--- config.mk ---
export PLATFORM = sky130hd
export DESIGN_NAME = xmc_res_fifo
export DESIGN_NICKNAME = d
export VERILOG_FILES = /design/src/hw/rtl/xmc_pkg.sv /design/src/hw/rtl/xmc_res_fifo.sv
export SDC_FILE = /design/constraint.sdc
export NUM_CORES = 1
export LEC_CHECK = 0
export BUFFER_PORTS_ARGS = -buffer_cell sky130_fd_sc_hd__clkbuf_2
export CAP_MARGIN = 20
export CORE_MARGIN = 4
export CORE_UTILIZATION = 59
export CTS_BUF_LIST = sky130_fd_sc_hd__clkbuf_4
export DETAILED_ROUTE_END_ITERATION = 10
export PLACE_DENSITY = 0.82
export SETUP_SLACK_MARGIN = 0.3
export SLEW_MARGIN = 40
export SYNTH_ARGS = -nofsm -noshare
export SYNTH_HDL_FRONTEND = slang
export SYNTH_SLANG_ARGS = --single-unit
--- constraint.sdc ---
create_clock -name aclk -period 1.95 [get_ports aclk]
set_input_delay 0.0975 -clock aclk [delete_from_list [all_inputs] [get_ports aclk]]
set_output_delay 0.0975 -clock aclk [all_outputs]
set_load 0.1 [all_outputs]
--- src/hw/rtl/xmc_pkg.sv ---
// ----------------------------------------------------------------------------
// xmc_pkg
// Shared types and constants for the subarray XOR match counter.
// ----------------------------------------------------------------------------
package xmc_pkg;

    localparam int TARGET_W   = 8;
    localparam int VALUE_W    = 8;
    localparam int TOTAL_W    = 24;
    localparam int EPOCH_BITS = 8;
    localparam int RES_DEPTH  = 4;
    localparam int RES_PTR_W  = $clog2(RES_DEPTH);
    localparam int OCC_W      = $clog2(RES_DEPTH + 1);
    localparam int APB_AW     = 3;
    localparam int APB_DW     = 32;

    localparam logic [TOTAL_W-1:0] TOTAL_MAX = '1;

    // register index, taken from paddr[2]
    localparam logic REG_TARGET_XOR = 1'b0;

    typedef struct packed {
        logic [TOTAL_W-1:0] match_count;
        logic               too_long;
    } res_t;

endpackage

--- src/hw/rtl/xmc_res_fifo.sv ---
// ----------------------------------------------------------------------------
// xmc_res_fifo
// Small result queue in front of the master stream port.
// ----------------------------------------------------------------------------
module xmc_res_fifo
    import xmc_pkg::*;
(
    input  logic             aclk,
    input  logic             aresetn,
    input  logic             push,
    input  res_t             push_item,
    output logic             out_valid,
    input  logic             out_ready,
    output res_t             out_item,
    output logic [OCC_W-1:0] occupancy
);

    res_t                 slot [RES_DEPTH];
    logic [RES_PTR_W-1:0] wr_ptr_reg;
    logic [RES_PTR_W-1:0] rd_ptr_reg;
    logic [OCC_W-1:0]     occ_reg;
    logic                 pop;

    assign pop       = out_valid && out_ready;
    assign out_valid = (occ_reg != '0);
    assign out_item  = slot[rd_ptr_reg];
    assign occupancy = occ_reg;

    always_ff @(posedge aclk) begin
        if (!aresetn) begin
            wr_ptr_reg <= '0;
            rd_ptr_reg <= '0;
            occ_reg    <= '0;
        end else begin
            if (push) begin
                wr_ptr_reg <= wr_ptr_reg + 1'b1;
            end
            if (pop) begin
                rd_ptr_reg <= rd_ptr_reg + 1'b1;
            end
            case ({push, pop})
                2'b10:   occ_reg <= occ_reg + 1'b1;
                2'b01:   occ_reg <= occ_reg - 1'b1;
                default: occ_reg <= occ_reg;
            endcase
        end
    end

    always_ff @(posedge aclk) begin
        if (push) begin
            slot[wr_ptr_reg] <= push_item;
        end
    end

endmodule

==> reports/results.ini, run 1 <==
[sta]
slew_violations=0
final-setup-viol-count=0
tightest_slew_ns=0.542
fin_crit_ns=1.85
slew_headroom=0.640
rsz0062_at_grt=true
worst_slack_ns=0.0959
fin_setup_tns_ns=0
fmax_mhz=539
skew_ns=0.0197
hold_viol=0
period_share=0.951

[global_route]
grt_overflow=0
grt_first_pass_wirelength_um=12000
grt_max_degree=20
grt_pass1_vias=2230
grt_usage=0.191
grt_antenna_before_repair=0

[clocking]
clk_latency_ns=0.42
root_buffer=clkbuf_4
htree_levels=3
cts-buffers-inserted=9
clk_path_buf_depth=2
clk_pin_slew_ns=0.13
cts.sinks=109
cts_tree=yes

[synthesis]
netlist.area_leader.share=0.731
synthArstFlopShare=0
synth_most_common_cell=edfxtp_1
synth.avg_cell_area_um2=23.2
synth_area_leaders=edfxtp_1, mux4_2, dfxtp_1, mux4_1, ha_1
yosysUniqueCellTypes=22
yosysTopAreaCell=edfxtp_1
ys_ff_latch=109
synth_fp_nets=212
yosys-top-cells-count=edfxtp_1, mux4_2, dfxtp_1
synth_cells=177
netlist_area_um2=4110
ys_seq_area_frac=0.774
synth_edf_count=100
ys.flop_type=edfxtp_1
synth_warnings=0

[final_layout]
nets=320
post_route_cells_drive_above_1_share=0.436
top_register=slot
fin_cells=385
largest_reg_flops=100
areaGrowthSynthToFinish_pct=32.3
n_fill_cell=329
antenna_cells=0

[worst_setup_path]
critPathTopFamily=multiplexers
crit_fanout=13
crit_chain=buf_12, mux4_2, buf_12
critPathRequiredTime_ns=1.85
max_stage_delay_ns=0.56
crit_buf_inv=2
path_class=flip-flop to output pin
cp-end-kind=output pin
cp_slowest_cell=mux4_2
cp.arrival_ns=1.76
reg2reg_from=occupancy[0]
cp_common_cell=buf_12
crit_path_start_kind=flip-flop

[placement]
gp_congestion=0.718
pre_cts_slack_ns=0.165
io_buffer_count=57
dp.cells=335
dp_hpwl_um=4440

[route]
wirelength_um=7230
drc=0
dr.pass1.iters=4
vias=2060
ant_nets=0
first_iter_violations=121
viasPerCell=5.35
post_drt_wl_per_cell_um=18.8

[power_and_ir_drop]
comb_power_share=0.478
peakVddDrop_v=0.00147
switching_share=0.394
pwr-share-seq=0.378
p_sw_mw=2.91
fin_total_pwr_mw=7.40
power.density_nw_per_um2=1360
clockPowerShare=0.144
power_leakage_nw=1.92
internal-power_mw=4.49

[floorplanning]
die-area_um2=8370
initial_core_util=0.605
die_x_um=91.5
io_pins=58
coreArea_um2=6790
rows=30
die_y_um=91.5

[worst_hold_path]
hold_start=push
hp-class=input pin to flip-flop

[status]
status=finished clean

[job]
drv_cap=0

==> what timing repair did <==
action | in CTS | in global routing
hold buffers | 26 | 0
endpoints found under the hold margin | 109 | 0
endpoints found under the setup margin | 28 | 28
pin swaps | 2 | 3
gates cloned | 1 | 0
resized for setup | 11 | 2
setup buffers | 5 | 3
==> worst paths after layout <==
kind	end	slack [ns]	cells past startpoint
worst max-delay path	out_item[2]	0.1	3
worst min-delay path	wr_ptr_reg[1]	0.06	3
worst max register to register	occupancy[2]	0.12	7
worst min register to register	wr_ptr_reg[1]	0.58	2
==> placed cells by master, fill, tap and decap left out <==
cell type      synthesis  final
o21ai_2                0      1
nand2_1                1      1
buf_4                  0     17
or3_4                  0      1
dfxtp_1                9      5
o311ai_1               1      1
ha_2                   0      1
o21ai_0                2      1
xnor2_1                3      3
inv_2                  0      1
fa_2                   0      1
inv_6                  0      1
xor2_1                 2      2
edfxtp_1             100    100
buf_6                  1      1
mux2i_1                1      1
dfxtp_4                0      4
clkbuf_2               1     31
buf_12                 2     26
or3_1                  2      1
nor2b_1                3      3
bufinv_16              0      1
inv_1                  6      5
mux4_2                20     25
clkinv_2               0      1
clkinv_4               0      2
and2_1                 8      8
ha_1                   5      4
clkbuf_4               0     10
o31a_1                 1      1
clkbuf_16              0      1
dlygate4sd3_1          0     26
buf_16                 0      1
a21boi_1               0      1
==> power groups by stage <==
stage	Clock (mW)	Sequential, mW	Combinational (mW)
floorplan	0	3.00	2.09
global placement	0	2.83	3.18
detailed placement	0	2.85	3.21
CTS	1.10	2.80	3.48
global route	1.21	2.81	3.64
finish	1.07	2.80	3.53
==> worst reg2reg max path: cells and delay by family, from the launching register on <==
family,cells,cell delay [ns]
DFF,1,0.39
xor gates and xnor gates,1,0.17
and+or+nand+nor,1,0.32
AOI/OAI and AO/OA,2,0.30
adders and majority gates,2,0.53
buffers and inverters,1,0.04
==> metal layers <==
metal / track usage / routed length [um]
met4: 0.0578 / 71
met2: 0.329 / 3990
met5: 0 / 0
met3: 0.0331 / 233
met1: 0.251 / 2940
==> cell type report <==
| type | count | area (um2) | share of cell area |
|---|---|---|---|
| Clock buffer | 10 | 75.1 | 0.0138 |
| Clock inverter | 5 | 61.3 | 0.0113 |
| Inverter | 6 | 22.5 | 0.00414 |
| Multi-Input combinational cell | 56 | 833 | 0.153 |
| Sequential cell | 109 | 3200 | 0.588 |
| Tap cell | 96 | 120 | 0.0221 |
| Timing Repair Buffer | 103 | 1130 | 0.207 |
==> stage by stage <==
step	area [um2]	hold WS, ns	util
3_3_place_gp	4940	0.313	0.727
2_1_floorplan	4130	0.196	-
3_5_place_dp	4940	0.320	0.727
5_1_grt	5440	0.0487	0.800
6_report	5440	0.0648	0.800
4_1_cts	5410	0.0297	0.796
==> cell families (layout without fill, tap and decap cells) <==
| kind of cell | count (synthesis) | in the layout | share of synthesized area |
|---|---|---|---|
| AO/OA/AOI/OAI | 5 | 5 | 0.00853 |
| XOR/XNOR | 5 | 5 | 0.0107 |
| adder cells (fa/ha/maj) | 6 | 6 | 0.0201 |
| buffers and inverters | 12 | 124 | 0.0216 |
| flip-flops | 109 | 109 | 0.774 |
| multiplexers | 26 | 26 | 0.144 |
| AND/OR/NAND/NOR | 14 | 14 | 0.0207 |
Power figures use the tool's default switching activity.
==> inputs of run 2 (changes only) <==
--- a/config.mk
+++ b/config.mk
@@ -7,6 +7,7 @@
 export LEC_CHECK = 0
 export BUFFER_PORTS_ARGS = -buffer_cell sky130_fd_sc_hd__clkbuf_2
 export CAP_MARGIN = 20
+export CORE_ASPECT_RATIO = 1.2
 export CORE_MARGIN = 4
 export CORE_UTILIZATION = 59
 export CTS_BUF_LIST = sky130_fd_sc_hd__clkbuf_4
==> run 2 against run 1 <==
Against the previous run:
- critical path depth is the same
- routed wire length up 6.2%
- count of clock-buffer cells in the layout down 1
- combinational power increased by 1%
- hold slack worse by 0.024 ns
- clock skew shrank 0.0044 ns
- largest cell class unchanged
- die area is essentially flat
- first-iteration DRC count up 12%
- register-to-register slack hardly changed
==> reports/results.ini, run 2 (synthesized netlist as in run 1, its figures left out) <==
[status]
status=finished clean

[sta]
worst_slack_ns=0.0662  ; -0.0297 ns
hold_viol=0  ; unchanged
period_share=0.966  ; +0.0152
rsz0062_at_grt=true
fin_crit_ns=1.88  ; +0.0297 ns
fin_setup_tns_ns=0  ; unchanged
hold_ws_ns=0.0408  ; -0.0240 ns
final-setup-viol-count=0  ; unchanged
slew_violations=0  ; unchanged
fmax_mhz=531  ; -1.6%
slew_headroom=0.633  ; -0.00682
tightest_slew_ns=0.552  ; +0.0103 ns
skew_ns=0.0153  ; -0.00441 ns

[clocking]
clk_pin_slew_ns=0.15  ; +0.02 ns
cts.sinks=109  ; unchanged
clk_latency_ns=0.44  ; +0.02 ns
root_buffer=clkbuf_4
cts-buffers-inserted=9  ; unchanged
cts_tree=yes
clk_path_buf_depth=2  ; unchanged
htree_levels=3  ; unchanged

[global_route]
grt_usage=0.197  ; +0.00525
grt_max_degree=26  ; +30%
grt_overflow=0  ; unchanged
grt_pass1_vias=2252  ; +0.99%
grt_antenna_before_repair=0  ; unchanged
grt_first_pass_wirelength_um=12100  ; +0.17%

[final_layout]
fin_cells=377  ; -2.1%
nets=320  ; unchanged
areaGrowthSynthToFinish_pct=32.5
top_register=slot
n_fill_cell=344  ; +4.6%
largest_reg_flops=100  ; unchanged
fin_util=0.799  ; -0.000919
antenna_cells=0  ; unchanged
mostFrequentLayoutCell=edfxtp_1
post_route_cells_drive_above_1_share=0.434  ; -0.00150
final_cell_area_um2=5450  ; +0.16%
layout_common_cells=edfxtp_1, clkbuf_2, buf_12, dlygate4sd3_1, mux4_2

[worst_setup_path]
crit_fanout=14  ; +1
cp_slowest_cell=mux4_2
critPathRequiredTime_ns=1.85  ; about the same
cp-end-kind=output pin
crit_buf_inv=2  ; unchanged
critPathTopFamily=multiplexers
crit_chain=buf_12, mux4_2, buf_12
crit_path_start_kind=flip-flop
crit_cells=3  ; unchanged
cp.arrival_ns=1.79  ; +0.03 ns
cp_common_cell=buf_12
max_stage_delay_ns=0.57  ; about the same
ff2ff_path_depth=7  ; unchanged
path_class=flip-flop to output pin

[route]
dr.pass1.iters=4  ; unchanged
drc=0  ; unchanged
viasPerCell=5.53  ; +3.3%
wirelength_um=7680  ; +6.2%
post_drt_wl_per_cell_um=20.4  ; +8.5%
vias=2084  ; +1.2%
ant_nets=0  ; unchanged
first_iter_violations=136  ; +12%

[job]
drv_cap=0  ; unchanged

[placement]
dp_hpwl_um=4570  ; +2.9%
pre_cts_slack_ns=0.125  ; -0.0401 ns
io_buffer_count=57  ; unchanged
gp_congestion=0.712  ; -0.86%
place_area_um2=4910  ; -0.53%
dp.cells=324  ; -3.3%

[floorplanning]
coreArea_um2=6810  ; +0.28%
die_x_um=84.2  ; -8.0%
die_y_um=99.4  ; +8.7%
die-area_um2=8370  ; about the same
io_pins=58  ; unchanged
rows=33  ; +10%
initial_core_util=0.603  ; -0.00167

[worst_hold_path]
holdPathStages=3  ; unchanged
hp-class=input pin to flip-flop

[power_and_ir_drop]
power.density_nw_per_um2=1370  ; +0.86%
power_leakage_nw=1.93  ; +0.13%
fin_total_pwr_mw=7.47  ; +1.0%
peakVddDrop_v=0.00118  ; -20%

[run 2: final timing paths]
kind | start | endpoint | slack, ns
setup / recovery | flip-flop | out_item[7] | 0.07
hold / removal | push | wr_ptr_reg[1] | 0.04
setup reg to reg | occupancy[0] | occupancy[2] | 0.13
hold reg to reg | wr_ptr_reg[1] | wr_ptr_reg[1] | 0.58
[run 2: worst register-to-register path: cells and delay by family, from the launching register on]
family	cells	cell delay [ns]
adder cells (fa/ha/maj)	2	0.54
flip-flops	1	0.38
AO/OA/AOI/OAI	2	0.31
AND/OR/NAND/NOR	1	0.31
XOR/XNOR	1	0.16
buffers and inverters	1	0.04
[run 2: repair_timing]
action | in CTS | in global routing
gates resized for setup | 17 | 3
setup endpoints to repair | 28 | 28
pin swaps | 2 | 1
endpoints found under the hold margin | 109 | 0
setup buffers | 4 | 7
hold buffers | 26 | 0
[run 2: layout make-up]
class	instances	area, um2	share of cell area
Inverter	6	22.5	0.00414
Timing Repair Buffer	103	1140	0.209
Sequential cell	109	3200	0.587
Clock inverter	7	72.6	0.0133
Tap cell	87	109	0.0200
Clock buffer	9	67.6	0.0124
Multi-Input combinational cell	56	841	0.154
[run 2: power breakdown]
part | switching (mW) | internal [mW] | total [mW] | leakage [nW]
clock network | 0.698 | 0.400 | 1.10 | 0.0764
logic | 2.20 | 1.39 | 3.58 | 0.855
registers | 0.0711 | 2.72 | 2.79 | 0.995
total | 2.97 | 4.51 | 7.47 | 1.93
[run 2: layer usage]
layer	GRT usage	up-vias	routed length (um)
met1	0.249	1067	3030
met4	0.0668	0	134
met3	0.0505	13	397
li1	-	935	-
met2	0.334	69	4110
met5	0	-	0
==> inputs of run 3 (changes only) <==
--- a/config.mk
+++ b/config.mk
@@ -7,12 +7,14 @@
 export LEC_CHECK = 0
 export BUFFER_PORTS_ARGS = -buffer_cell sky130_fd_sc_hd__clkbuf_2
 export CAP_MARGIN = 20
+export CELL_PAD_IN_SITES_DETAIL_PLACEMENT = 0
+export CELL_PAD_IN_SITES_GLOBAL_PLACEMENT = 1
 export CORE_ASPECT_RATIO = 1.2
 export CORE_MARGIN = 4
-export CORE_UTILIZATION = 59
+export CORE_UTILIZATION = 51
 export CTS_BUF_LIST = sky130_fd_sc_hd__clkbuf_4
 export DETAILED_ROUTE_END_ITERATION = 10
-export PLACE_DENSITY = 0.82
+export PLACE_DENSITY = 0.81
 export SETUP_SLACK_MARGIN = 0.3
 export SLEW_MARGIN = 40
 export SYNTH_ARGS = -nofsm -noshare
==> constraint.sdc (replaced) <==
create_clock -name aclk -period 1.95 [get_ports aclk]
set_input_delay 0.0975 -clock aclk [delete_from_list [all_inputs] [get_ports aclk]]
set_output_delay 0.0975 -clock aclk [all_outputs]
set_load 0.02 [all_outputs]
==> run 3 against run 2 <==
Against the previous run:
- clock skew shrank 0.0044 ns
- die area up 14%
- via count shrank 2.9%
- global-route usage fell by 3.5 points
- critical path type unchanged
- largest cell class unchanged
- highest routed layer unchanged
==> reports/results.ini, run 3 (synthesized netlist as in run 1, its figures left out) <==
[status]
status=finished clean

[power_and_ir_drop]
clockPowerShare=0.194  ; +0.047
pwr-share-seq=0.490  ; +0.116
power.density_nw_per_um2=1090  ; -20%
p_sw_mw=1.55  ; -48%
internal-power_mw=4.16  ; -7.7%
power_leakage_nw=1.82  ; -5.4%
peakVddDrop_v=0.000735  ; -38%
comb_power_share=0.316  ; -0.164
switching_share=0.271  ; -0.126

[final_layout]
largest_reg_flops=100  ; unchanged
top_register=slot
fin_cells=377  ; unchanged
multi_input_area_um2=830  ; -1.3%
layout_common_cells=edfxtp_1, clkbuf_2, dlygate4sd3_1, mux4_2, buf_6
n_fill_cell=528  ; +53%
antenna_cells=0  ; unchanged
nets=315  ; -1.6%
areaGrowthSynthToFinish_pct=26.9
post_route_cells_drive_above_1_share=0.425  ; -0.00992
seq_area_um2=3200  ; unchanged
mostFrequentLayoutCell=edfxtp_1

[floorplanning]
die-area_um2=9570  ; +14%
die_x_um=90.0  ; +6.8%
initial_core_util=0.530  ; -0.0730
io_pins=58  ; unchanged
rows=35  ; +6.1%
die_y_um=106  ; +6.9%
coreArea_um2=7750  ; +14%

[sta]
fin_crit_ns=1.82  ; -0.0669 ns
final-setup-viol-count=0  ; unchanged
fin_setup_tns_ns=0  ; unchanged
period_share=0.932  ; -0.0343
tightest_slew_ns=0.349  ; -0.203 ns
slew_headroom=0.764  ; +0.130
skew_ns=0.0109  ; -0.00437 ns
rsz0062_at_grt=true
fmax_mhz=550  ; +3.7%
slew_violations=0  ; unchanged
hold_viol=0  ; unchanged

[worst_setup_path]
cp.arrival_ns=1.72  ; -0.07 ns
reg2reg_from=occupancy[1]
cp-end-kind=output pin
crit_fanout=6  ; -8
timing.rr.end=occupancy[2]
critPathRequiredTime_ns=1.85  ; about the same
rrSetupSlack_ns=0.22  ; +0.09 ns
ff2ff_path_depth=7  ; unchanged
path_class=flip-flop to output pin
crit_path_start_kind=flip-flop

[route]
vias=2024  ; -2.9%
drc=0  ; unchanged
highest_layer=met4
wirelength_um=7210  ; -6.1%
post_drt_wl_per_cell_um=19.1  ; -6.1%
first_iter_violations=112  ; -18%
viasPerCell=5.37  ; -2.9%
ant_nets=0  ; unchanged
dr_wl_met2_um=3670  ; -11%
wl_met3_um=315  ; -21%
met1_length_um=3100  ; +2.3%
dr.pass1.iters=4  ; unchanged

[clocking]
cts.sinks=109  ; unchanged
cts-buffers-inserted=9  ; unchanged
clk_path_buf_depth=2  ; unchanged
htree_levels=3  ; unchanged
clk_pin_slew_ns=0.14  ; about the same
cts_tree=yes
clk_latency_ns=0.44  ; about the same
root_buffer=clkbuf_4

[global_route]
grt_antenna_before_repair=0  ; unchanged
grt_usage=0.161  ; -0.0355
grt_max_degree=26  ; unchanged
grt_first_pass_wirelength_um=11500  ; -4.6%
grt_pass1_vias=2180  ; -3.2%
grt_overflow=0  ; unchanged

[placement]
dp.cells=328  ; +1.2%
gp_congestion=0.679  ; -4.6%
io_buffer_count=57  ; unchanged
dp_hpwl_um=4260  ; -6.8%

[job]
drv_cap=0  ; unchanged

[worst_hold_path]
holdPathStages=3  ; unchanged
holdPathEnd=wr_ptr_reg[1]
hp-class=input pin to flip-flop
hold_start=push

==> run 3: area by class of cell <==
cell class,count,share of cell area
Sequential cell,109,0.613
Clock buffer,13,0.0187
Multi-Input combinational cell,56,0.159
Timing Repair Buffer,98,0.174
Inverter,6,0.00432
Tap cell,92,0.0221
Clock inverter,3,0.00887
==> run 3: per-layer routing <==
layer / GRT usage / vias to the layer above
li1: - / 926
met1: 0.203 / 1035
met2: 0.267 / 54
met3: 0.0460 / 9
met4: 0.0624 / 0
met5: 0 / -
==> run 3: through the flow <==
step / setup WS [ns] / power [mW] / hold slack [ns] / area, um2 / util
floorplan: 0.217 / 3.81 / 0.196 / 4130 / -
global placement: 0.218 / 4.14 / 0.312 / 4560 / 0.588
detailed placement: 0.170 / 4.17 / 0.326 / 4560 / 0.588
CTS: 0.0629 / 5.42 / 0.0202 / 5030 / 0.649
global route: 0.0360 / 6.00 / 0.0363 / 5220 / 0.673
finish: 0.133 / 5.71 / 0.0444 / 5220 / 0.673
==> run 3: power by group through the flow <==
stage / Sequential [mW] / Clock [mW] / Combinational (mW)
2_1_floorplan: 2.85 / 0 / 0.958
3_3_place_gp: 2.83 / 0 / 1.30
3_5_place_dp: 2.84 / 0 / 1.33
4_1_cts: 2.78 / 1.15 / 1.49
5_1_grt: 2.81 / 1.25 / 1.94
6_report: 2.80 / 1.11 / 1.80
==> run 3: timing repair <==
item,4_1_cts,5_1_grt
setup buffers,5,0
setup endpoints to repair,27,28
endpoints found under the hold margin,109,0
hold buffers,26,0
pin swaps,3,1
cloned,0,2
gates resized for setup,8,81
==> run 3: how the worst max path moves through the flow <==
| stage | startpoint | cells after the start | slack, ns | to |
|---|---|---|---|---|
| floorplan | occupancy[1] | 7 | 0.22 | occupancy[2] |
| global placement | occupancy[1] | 7 | 0.22 | occupancy[2] |
| detailed placement | occupancy[1] | 7 | 0.17 | occupancy[2] |
| CTS | flip-flop | 3 | 0.06 | out_item[19] |
| global route | flip-flop | 3 | 0.04 | out_item[8] |
| finish | flip-flop | 3 | 0.13 | out_item[6] |
==> run 3: worst max-delay path, stage by stage (launching register included) <==
cell and delay (ns):
dfxtp_4 0.45, clkbuf_16 0.18, mux4_2 0.51, buf_6 0.15
